$ cat src/rtl/mbrtu_pkg.sv
// Shared types and constants for the Modbus RTU response checker.
// No dependencies; imported by every module of the block.
package mbrtu_pkg;

	typedef enum logic [1:0] {
		OP_START = 2'd0,
		OP_BYTE  = 2'd1,
		OP_TICK  = 2'd2
	} op_t;

	typedef enum logic [2:0] {
		ST_BUSY    = 3'd0,
		ST_OK      = 3'd1,
		ST_TIMEOUT = 3'd2,
		ST_INVALID = 3'd3,
		ST_CRC     = 3'd4,
		ST_EXC     = 3'd5
	} status_t;

	typedef enum logic [7:0] {
		PH_IDLE  = 8'b0000_0001,
		PH_ADDR  = 8'b0000_0010,
		PH_FUNC  = 8'b0000_0100,
		PH_EXC   = 8'b0000_1000,
		PH_COUNT = 8'b0001_0000,
		PH_BODY  = 8'b0010_0000,
		PH_CRCLO = 8'b0100_0000,
		PH_CRCHI = 8'b1000_0000
	} phase_t;

	typedef struct packed {
		op_t        op;
		logic [7:0] rx_byte;
		logic [7:0] want_slave;
		logic [7:0] want_function;
		logic [7:0] fixed_body_len;
	} in_t;

	typedef struct packed {
		logic       payload_valid;
		logic [7:0] payload_byte;
		logic       done_res;
		status_t    status;
		logic [7:0] exception_code;
	} out_t;

	localparam logic [15:0] CRC_INIT      = 16'hFFFF;
	localparam logic [15:0] CRC_POLY      = 16'hA001;
	localparam logic [7:0]  EXC_FLAG      = 8'h80;
	localparam logic [15:0] TICK_MAX      = 16'hFFFF;
	localparam logic [15:0] TIMEOUT_RESET = 16'd1000;

endpackage

$ cat src/rtl/mbrtu_crc16.sv
// Modbus CRC-16 update over one byte, reflected, eight shift steps.
// Depends on mbrtu_pkg for the polynomial.
module mbrtu_crc16 (
	input  logic [15:0] crc_in,
	input  logic [7:0]  data,
	output logic [15:0] crc_out
);
	import mbrtu_pkg::*;

	always_comb begin
		logic [15:0] c;
		c = crc_in ^ {8'h00, data};
		for (int i = 0; i < 8; i++) begin
			if (c[0]) begin
				c = (c >> 1) ^ CRC_POLY;
			end else begin
				c = c >> 1;
			end
		end
		crc_out = c;
	end

endmodule

$ cat src/rtl/modbus_rtu_response_checker_core.sv
// Top level of the Modbus RTU response checker: frame sequencer and result register.
// Depends on mbrtu_pkg and mbrtu_crc16.
//
//   channel   dir   handshake             payload
//   in        in    in_valid / in_ready   in_data  (mbrtu_pkg::in_t)
//   out       out   out_valid / out_ready out_data (mbrtu_pkg::out_t)
//   cfg       in    cfg_we                cfg_wdata (timeout in ticks)
//
// One item per cycle if out_ready is high; exactly one result per item, next cycle.
// The only storage between the two sides is the result register; in_ready is high
// whenever that register is empty or being taken in the same cycle.
// arst_n clears the phase and flags and sets the timeout register to 1000 ticks;
// the block wakes up idle.
module modbus_rtu_response_checker_core (
	input  logic              clk,
	input  logic              arst_n,
	input  logic              in_valid,
	output logic              in_ready,
	input  mbrtu_pkg::in_t    in_data,
	output logic              out_valid,
	input  logic              out_ready,
	output mbrtu_pkg::out_t   out_data,
	input  logic              cfg_we,
	input  logic [15:0]       cfg_wdata
);
	import mbrtu_pkg::*;

	phase_t      phase_q, phase_d;
	logic [7:0]  exp_slave_q, exp_slave_d;
	logic [7:0]  exp_func_q, exp_func_d;
	logic [7:0]  body_len_q, body_len_d;
	logic [7:0]  bytes_left_q, bytes_left_d;
	logic [15:0] crc_q, crc_d;
	logic [7:0]  crc_lo_q, crc_lo_d;
	logic [7:0]  exc_q, exc_d;
	logic [15:0] tick_q, tick_d;
	logic        exc_frame_q, exc_frame_d;
	logic        addr_bad_q, addr_bad_d;
	logic [15:0] timeout_q;
	logic        out_valid_q;
	out_t        out_data_q, res;
	logic [15:0] crc_next;
	logic [15:0] tick_inc;
	logic [7:0]  left_dec;
	logic        accept;

	mbrtu_crc16 u_crc (
		.crc_in  (crc_q),
		.data    (in_data.rx_byte),
		.crc_out (crc_next)
	);

	assign in_ready  = !out_valid_q || out_ready;
	assign accept    = in_valid && in_ready;
	assign out_valid = out_valid_q;
	assign out_data  = out_data_q;
	assign tick_inc  = (tick_q != TICK_MAX) ? tick_q + 16'd1 : tick_q;
	assign left_dec  = (bytes_left_q != 8'd0) ? bytes_left_q - 8'd1 : bytes_left_q;

	always_comb begin
		phase_d      = phase_q;
		exp_slave_d  = exp_slave_q;
		exp_func_d   = exp_func_q;
		body_len_d   = body_len_q;
		bytes_left_d = bytes_left_q;
		crc_d        = crc_q;
		crc_lo_d     = crc_lo_q;
		exc_d        = exc_q;
		tick_d       = tick_q;
		exc_frame_d  = exc_frame_q;
		addr_bad_d   = addr_bad_q;
		res          = '0;
		case (in_data.op)
			OP_START: begin
				exp_slave_d  = in_data.want_slave;
				exp_func_d   = in_data.want_function;
				body_len_d   = in_data.fixed_body_len;
				bytes_left_d = 8'd0;
				crc_d        = CRC_INIT;
				crc_lo_d     = 8'd0;
				exc_d        = 8'd0;
				tick_d       = 16'd0;
				exc_frame_d  = 1'b0;
				addr_bad_d   = 1'b0;
				phase_d      = PH_ADDR;
			end
			OP_TICK: begin
				if (phase_q != PH_IDLE) begin
					tick_d = tick_inc;
					if (tick_inc >= timeout_q) begin
						res.done_res = 1'b1;
						res.status   = ST_TIMEOUT;
						phase_d      = PH_IDLE;
					end
				end
			end
			OP_BYTE: begin
				unique case (phase_q)
					PH_ADDR: begin
						crc_d      = crc_next;
						addr_bad_d = (in_data.rx_byte != exp_slave_q);
						phase_d    = PH_FUNC;
					end
					PH_FUNC: begin
						crc_d  = crc_next;
						tick_d = 16'd0;
						if (addr_bad_q) begin
							res.done_res = 1'b1;
							res.status   = ST_INVALID;
							phase_d      = PH_IDLE;
						end else if (in_data.rx_byte == (exp_func_q | EXC_FLAG)) begin
							exc_frame_d = 1'b1;
							phase_d     = PH_EXC;
						end else if (in_data.rx_byte != exp_func_q) begin
							res.done_res = 1'b1;
							res.status   = ST_INVALID;
							phase_d      = PH_IDLE;
						end else if (body_len_q == 8'd0) begin
							phase_d = PH_COUNT;
						end else begin
							bytes_left_d = body_len_q;
							phase_d      = PH_BODY;
						end
					end
					PH_EXC: begin
						crc_d   = crc_next;
						exc_d   = in_data.rx_byte;
						phase_d = PH_CRCLO;
					end
					PH_COUNT: begin
						crc_d             = crc_next;
						res.payload_valid = 1'b1;
						res.payload_byte  = in_data.rx_byte;
						tick_d            = 16'd0;
						bytes_left_d      = in_data.rx_byte;
						phase_d = (in_data.rx_byte == 8'd0) ? PH_CRCLO : PH_BODY;
					end
					PH_BODY: begin
						crc_d             = crc_next;
						res.payload_valid = 1'b1;
						res.payload_byte  = in_data.rx_byte;
						bytes_left_d      = left_dec;
						if (left_dec == 8'd0) begin
							tick_d  = 16'd0;
							phase_d = PH_CRCLO;
						end
					end
					PH_CRCLO: begin
						crc_lo_d = in_data.rx_byte;
						phase_d  = PH_CRCHI;
					end
					PH_CRCHI: begin
						res.done_res = 1'b1;
						phase_d      = PH_IDLE;
						if ({in_data.rx_byte, crc_lo_q} != crc_q) begin
							res.status = ST_CRC;
						end else if (exc_frame_q) begin
							res.status         = ST_EXC;
							res.exception_code = exc_q;
						end else begin
							res.status = ST_OK;
						end
					end
					default: begin
					end
				endcase
			end
			default: begin
			end
		endcase
	end

	always_ff @(posedge clk or negedge arst_n) begin
		if (!arst_n) begin
			phase_q      <= PH_IDLE;
			exp_slave_q  <= 8'd0;
			exp_func_q   <= 8'd0;
			body_len_q   <= 8'd0;
			bytes_left_q <= 8'd0;
			crc_q        <= CRC_INIT;
			crc_lo_q     <= 8'd0;
			exc_q        <= 8'd0;
			tick_q       <= 16'd0;
			exc_frame_q  <= 1'b0;
			addr_bad_q   <= 1'b0;
			out_valid_q  <= 1'b0;
		end else begin
			if (accept) begin
				phase_q      <= phase_d;
				exp_slave_q  <= exp_slave_d;
				exp_func_q   <= exp_func_d;
				body_len_q   <= body_len_d;
				bytes_left_q <= bytes_left_d;
				crc_q        <= crc_d;
				crc_lo_q     <= crc_lo_d;
				exc_q        <= exc_d;
				tick_q       <= tick_d;
				exc_frame_q  <= exc_frame_d;
				addr_bad_q   <= addr_bad_d;
				out_valid_q  <= 1'b1;
			end else if (out_ready) begin
				out_valid_q <= 1'b0;
			end
		end
	end

	// load the result register on each accepted transaction
	always_ff @(posedge clk) begin
		if (accept) begin
			out_data_q <= res;
		end
	end

	always_ff @(posedge clk or negedge arst_n) begin
		if (!arst_n) begin
			timeout_q <= TIMEOUT_RESET;
		end else if (cfg_we) begin
			timeout_q <= cfg_wdata;
		end
	end

endmodule

$ cat config.mk
export PLATFORM = sky130hd
export DESIGN_NAME = modbus_rtu_response_checker_core
export DESIGN_NICKNAME = d
export VERILOG_FILES = /design/src/rtl/mbrtu_pkg.sv /design/src/rtl/mbrtu_crc16.sv /design/src/rtl/modbus_rtu_response_checker_core.sv
export SDC_FILE = /design/constraint.sdc
export NUM_CORES = 1
export LEC_CHECK = 0
export ABC_AREA = 0
export BUFFER_PORTS_ARGS = -buffer_cell sky130_fd_sc_hd__buf_2
export CAP_MARGIN = 10
export CORE_MARGIN = 5
export CORE_UTILIZATION = 54
export CTS_CLUSTER_DIAMETER = 120
export DETAILED_ROUTE_END_ITERATION = 8
export PLACE_DENSITY_LB_ADDON = 0.12
export SYNTH_ARGS = -nofsm -noshare
export SYNTH_HDL_FRONTEND = slang
export SYNTH_SLANG_ARGS = --single-unit
export TNS_END_PERCENT = 100
$ cat constraint.sdc
create_clock -name clk -period 4.4 [get_ports clk]
set_clock_uncertainty 0.2 [all_clocks]
set_input_delay 0.88 -clock clk [delete_from_list [all_inputs] [get_ports clk]]
set_output_delay 0.88 -clock clk [all_outputs]
set_load 0.02 [all_outputs]
======== Word-level counts from Yosys, hierarchy flattened ========
Cells that the tools add are included.
operators by class
  shifts and indexed selects .............. 0
  add/subtract/negate cells ............... 2
  reduce and logical (&&, ||, !) cells .... 25
  order comparisons ....................... 1
  equality and inequality tests ........... 32
  multiply operators ...................... 0
  bitwise logic cells ..................... 12
  div/mod/pow operators ................... 0
  multiplexer cells ....................... 54
operators with widths
  operator                                                                 count
  16-bit 2-to-1 mux                                                        12
  8-bit 2-to-1 mux                                                         13
  16-bit one-hot mux with 2 select lines                                   2
  8-bit one-hot mux with 7 select lines                                    1
  16-bit one-hot mux with 3 select lines                                   1
  8-bit one-hot mux with 2 select lines                                    3
  8-bit one-hot mux with 3 select lines                                    2
  8-bit zero test                                                          3
  2-bit inverter with 3-bit output                                         8
  4-bit 2-to-1 mux                                                         5
  16-bit by 1-bit adder with 16-bit output, second input constant          1
  16-bit >= comparator                                                     1
  16-bit inequality test                                                   1
  16-bit inequality test, second input constant                            1
  8-bit by 1-bit inequality test with 1-bit output, second input constant  2
  8-bit inequality test                                                    2
  4-bit one-hot mux with 2 select lines                                    2
  16-bit by 8-bit bitwise XOR with 16-bit output                           1
  3-bit inequality test, second input constant                             5
  3-bit AND reduction                                                      4
  2-bit inequality test, second input constant                             5
  5-bit AND reduction                                                      2
  9-bit 2-to-1 mux                                                         1
  8-bit by 2-bit equality test with 1-bit output, second input constant    1
  other kinds (32)                                                         47
storage, ports and cells
  memories ................................ 0
  RAM bits ................................ 0
  latch bits .............................. 0
  register bits after elaboration ......... 128
  memory bits (read-only) ................. 0
  bits of input ports ..................... 55

======== Depth between registers and ports, before layout ========
  word-level depth ........................ 19
  depth in mapped cells ................... 13
  depth with buffers taken out ............ 13

======== Cells and area by module ========
From an unflattened synthesis, not the netlist that was laid out.
unflattened totals
  cell total of the unflattened synthesis .. 748
  area total of the unflattened synthesis .. 7334.5 um^2
modules (own cells, without submodules)
  module                            area an instance (um^2)  sequential area each (um^2)  times used  cells an instance
  modbus_rtu_response_checker_core  7050.5                   3337.0                       1           719
  mbrtu_crc16                       284.0                    0.0                          1           29

======== Worst setup path after synthesis ========
OpenSTA, ideal clock, no wires.
  path type ............................... register -> register
  start point ............................. reg tick_q[5]
  end point ............................... reg phase_q[3]
  cell stages (with the launch flop) ...... 13
  required time ........................... 4075 ps
  slack ................................... 576 ps
  arrival ................................. 3500 ps
  period minus slack after synthesis ...... 3824 ps
  setup time .............................. 125 ps
  cell sequence ........................... dfrtp_1 -> clkbuf_2 -> and3_1 -> nand4_1 -> nor3_1 -> mux2_2 -> ha_1 -> o211ai_1 -> o21ai_0 -> a2111oi_0 -> o21ai_0 -> nand4_4 -> mux2_2
on the way
  word-level cells in the longest chain between the ends .. 5
  elaborated cells between the ends (all ways) .. 6
ends and longest elaborated chain
  item                                                                                       line                                     source
  start: declaration                                                                         modbus_rtu_response_checker_core.sv:36   logic [15:0] tick_q, tick_d;
  start signal: assignment                                                                   modbus_rtu_response_checker_core.sv:197  tick_q <= tick_d;
  16-bit by 1-bit adder with 16-bit output / 16-bit inequality test (equally long branches)  modbus_rtu_response_checker_core.sv:57   assign tick_inc = (tick_q != TICK_MAX) ? tick_q + 16'd1 : tick_q;
  16-bit 2-to-1 mux *                                                                        modbus_rtu_response_checker_core.sv:57
  16-bit >= comparator *                                                                     modbus_rtu_response_checker_core.sv:90   if (tick_inc >= timeout_q) begin
  2-bit inequality test (no source line) *                                                   n/a
  6-bit AND reduction (no source line) *                                                     n/a
  end signal: assignment                                                                     modbus_rtu_response_checker_core.sv:189  phase_q <= phase_d;
  end: declaration                                                                           modbus_rtu_response_checker_core.sv:28   phase_t phase_q, phase_d;
Every way passes the cells marked *; elsewhere a longest branch is shown, timed or not.
A chain may end at the register's enable or synchronous reset.

======== Worst setup path in the final report ========
  start point ............................. reg tick_q[5]
  end point ............................... reg phase_q[7]
Same word-level chain as after synthesis.

==> impl_metrics.ini <==
[clock_tree]
root_buffer = clkbuf_16
cts-buffers-inserted = 17
clock_sinks = 128
ctsLongestPathBuffers = 2
holdBufCountCts = 0
clk_pin_slew_ns = 0.05
worst_skew_pair.late_latency_ns = 0.42
cts_tree = built
cts_max_level = 4

[synthesis]
ys.flop_type = dfrtp_1
synth_top_area_frac = 0.289
syn_area_sq_um = 7280
yosys-top-cells-area = dfrtp_1 (29%), edfxtp_1 (8.7%), dfstp_2 (8.3%), mux2_2 (5.1%), xor2_1 (4.5%)
synth.yosys.seq_area_share = 0.458
synth.largest_area_cell = dfrtp_1
async_flop_share = 0.836
synth_seq_cells = 128
synth_cell_type_count = 75
syn_nets = 793
syn_area_per_cell_sq_um = 10.2
yosys_warnings = 0
synth_edf_count = 21
syn_inst = 715

[flow_run]
maxCapViolCount = 0

[cells_and_area]
stdcell_count = 973
diodes = 0
layout_commonest_cell = dfrtp_1
final_cell_mix = dfrtp_1 (84), buf_2 (76), nand2_1 (70)
fin_nets = 862
fill_cells = 1121
area_delta_synth_final_pct = 15.2
drive_gt1_frac = 0.236

[sta]
setup_violations = 0
tightest_slew_ns = 1.24
drv_slew = 0
hold_viol = 0
setup_tns_ns = 0
layout_worst_path_cycle_share = 0.900
min_period_ns = 3.96
fmax_mhz = 253
relSlewSlack = 0.173
rsz0062_at_grt = no

[placement]
placed_cells = 941
io_buffer_count = 77
place.gp.congestion = 0.957
hpwl_microns = 13400

[critical_path]
cp.required_ns = 4.50
startpoint = tick_q[5]$_DFFE_PN0P_
startpoint_type = register
r2r_slack_ns = 0.44
r2r_cells = 11
cp-endpoint = phase_q[7]$_DFFE_PN0P_
r2r_end = phase_q[7]$_DFFE_PN0P_
r2r_start = tick_q[5]$_DFFE_PN0P_
worstPathArrival_ns = 4.06
end_kind = register
cp_max_fo = 8
worstSetupPathType = register to register

[global_routing]
grt_pass1_vias = 5781
grt_pass1_wl_microns = 30100
grtUsageTotal = 0.238
antenna_found_initial = 0
grt_overflow = 0
grt_max_degree = 67

[drt]
routedWlPerCell_microns = 18.7
routed-via-count = 5773
drt_iter0_markers = 526
wl_microns = 18200
via_per_inst = 5.93
drc_errors = 0
dr.pass1.iters = 5
antenna_left = 0

[min_path]
worstHoldPathType = register to register

[floorplanning]
start_util = 0.550
die_h_microns = 126
die_x_microns = 126
fp.dieArea_sq_um = 15900
io_pins = 78
std_cell_rows = 42
core_sq_um = 13200

[outcome]
status = completed

[power_and_ir_drop]
p_leak_nw = 3.61
power_density_nw_per_um2 = 474
max-vdd-ir-drop_mv = 0.319
## power breakdown
part / total [W] / internal (W) / leakage [nW] / switching, W
Combinational: 0.000961 / 0.000462 / 1.79 / 0.000499
Sequential: 0.00160 / 0.00142 / 1.54 / 0.000176
Clock: 0.00141 / 0.000897 / 0.286 / 0.000517
Total: 0.00397 / 0.00278 / 3.61 / 0.00119
## cell type report
| type | count | area, sq um | share of cell area |
|---|---|---|---|
| inverters | 43 | 161 | 0.0193 |
| multi-input cells | 507 | 3600 | 0.430 |
| clock inverters | 12 | 141 | 0.0169 |
| repair buffers | 87 | 475 | 0.0567 |
| clock buffers | 20 | 447 | 0.0533 |
| flip-flops and latches | 128 | 3340 | 0.398 |
| well taps | 176 | 220 | 0.0263 |
## per-layer routing
metal	routed length (microns)	vias up	GRT usage	part of all wire
li1	-	2736	-	-
met1	8340	2821	0.330	0.46
met2	8420	186	0.367	0.46
met3	1030	30	0.0618	0.057
met4	401	0	0.0801	0.022
met5	0	-	0	0
## kinds of logic after synthesis
group	after synthesis	share of synthesized area
DFF	128	0.458
buffers and inverters	80	0.0473
AOI/OAI and AO/OA	154	0.148
and+or+nand+nor	224	0.163
muxes	40	0.0607
adders and majority gates	23	0.0395
xor gates and xnor gates	66	0.0823
## synthesized netlist by cell type (all sizes together), types with 3 or more instances
| cell | n |
|---|---|
| nand2 | 70 |
| clkbuf | 20 |
| mux2 | 33 |
| dfrtp | 84 |
| o21ai | 50 |
| o22ai | 3 |
| o22a | 6 |
| a2bb2oi | 10 |
| o2111ai | 5 |
| ha | 23 |
| buf | 17 |
| xnor2 | 28 |
| a221o | 3 |
| a31oi | 8 |
| xor2 | 37 |
| mux2i | 7 |
| nand4b | 3 |
| and3 | 17 |
| dfstp | 23 |
| nand3b | 3 |
| nor2 | 42 |
| a211oi | 6 |
| nand3 | 15 |
| nand2b | 3 |
| a22o | 5 |
| a21oi | 23 |
| inv | 42 |
| edfxtp | 21 |
| nor3 | 15 |
| nand4 | 15 |
| o32ai | 3 |
| or3 | 3 |
| o211ai | 3 |
| a32o | 5 |
| a31o | 4 |
| or4 | 6 |
| a21o | 5 |
| nor4 | 18 |
## worst min path at each step
stage                    startpoint                   end  slack [ns]  cells after the start
2_1_floorplan  exc_q[0]$_DFFE_PN0P_  exc_q[0]$_DFFE_PN0P_        0.24                      2
3_3_place_gp   exc_q[3]$_DFFE_PN0P_  exc_q[3]$_DFFE_PN0P_        0.25                      2
3_5_place_dp   exc_q[7]$_DFFE_PN0P_  exc_q[7]$_DFFE_PN0P_        0.27                      2
4_1_cts        exc_q[0]$_DFFE_PN0P_  exc_q[0]$_DFFE_PN0P_        0.28                      2
5_1_grt        exc_q[7]$_DFFE_PN0P_  exc_q[7]$_DFFE_PN0P_        0.30                      2
6_report       exc_q[0]$_DFFE_PN0P_  exc_q[0]$_DFFE_PN0P_        0.27                      2
## what timing repair did
item | CTS | global route
hold endpoints to repair | 0 | 0
buffers inserted | 0 | 0
resized for setup | 0 | 1
setup endpoints to repair | 0 | 5
## registers in the layout, summed over array words and instances, names as in the netlist
signal,cells
out_data,21
body_len_q,8
crc_q,16
addr_bad_q,1
crc_lo_q,8
timeout_q,16
out_valid,1
exc_frame_q,1
tick_q,16
bytes_left_q,8
exp_func_q,8
exc_q,8
exp_slave_q,8
phase_q,8
## per-stage QoR
| stage | worst slack, ns | hold WS [ns] | area (sq um) | power (W) | utilization |
|---|---|---|---|---|---|
| finish | 0.441 | 0.273 | 8380 | 0.00397 | 0.633 |
| global route | 0.108 | 0.303 | 8380 | 0.00417 | 0.633 |
| CTS | 0.329 | 0.279 | 8380 | 0.00399 | 0.633 |
| detailed placement | 0.364 | 0.266 | 7790 | 0.00256 | 0.589 |
| global placement | 0.554 | 0.255 | 7790 | 0.00253 | 0.589 |
| floorplan | 0.576 | 0.242 | 7280 | 0.00232 | - |
## worst max-delay path, stage by stage (launching register included)
cell and delay (ns):
dfrtp_1 0.45, nand3_1 0.15, nor4_2 0.48, a21oi_1 0.15, xnor2_1 0.24, ha_1 0.29, a2111oi_0 0.34, o21ai_0 0.18
a2111oi_1 0.47, o21ai_0 0.30, nand4_4 0.24, mux2_2 0.36
Power figures use the tool's default switching activity.
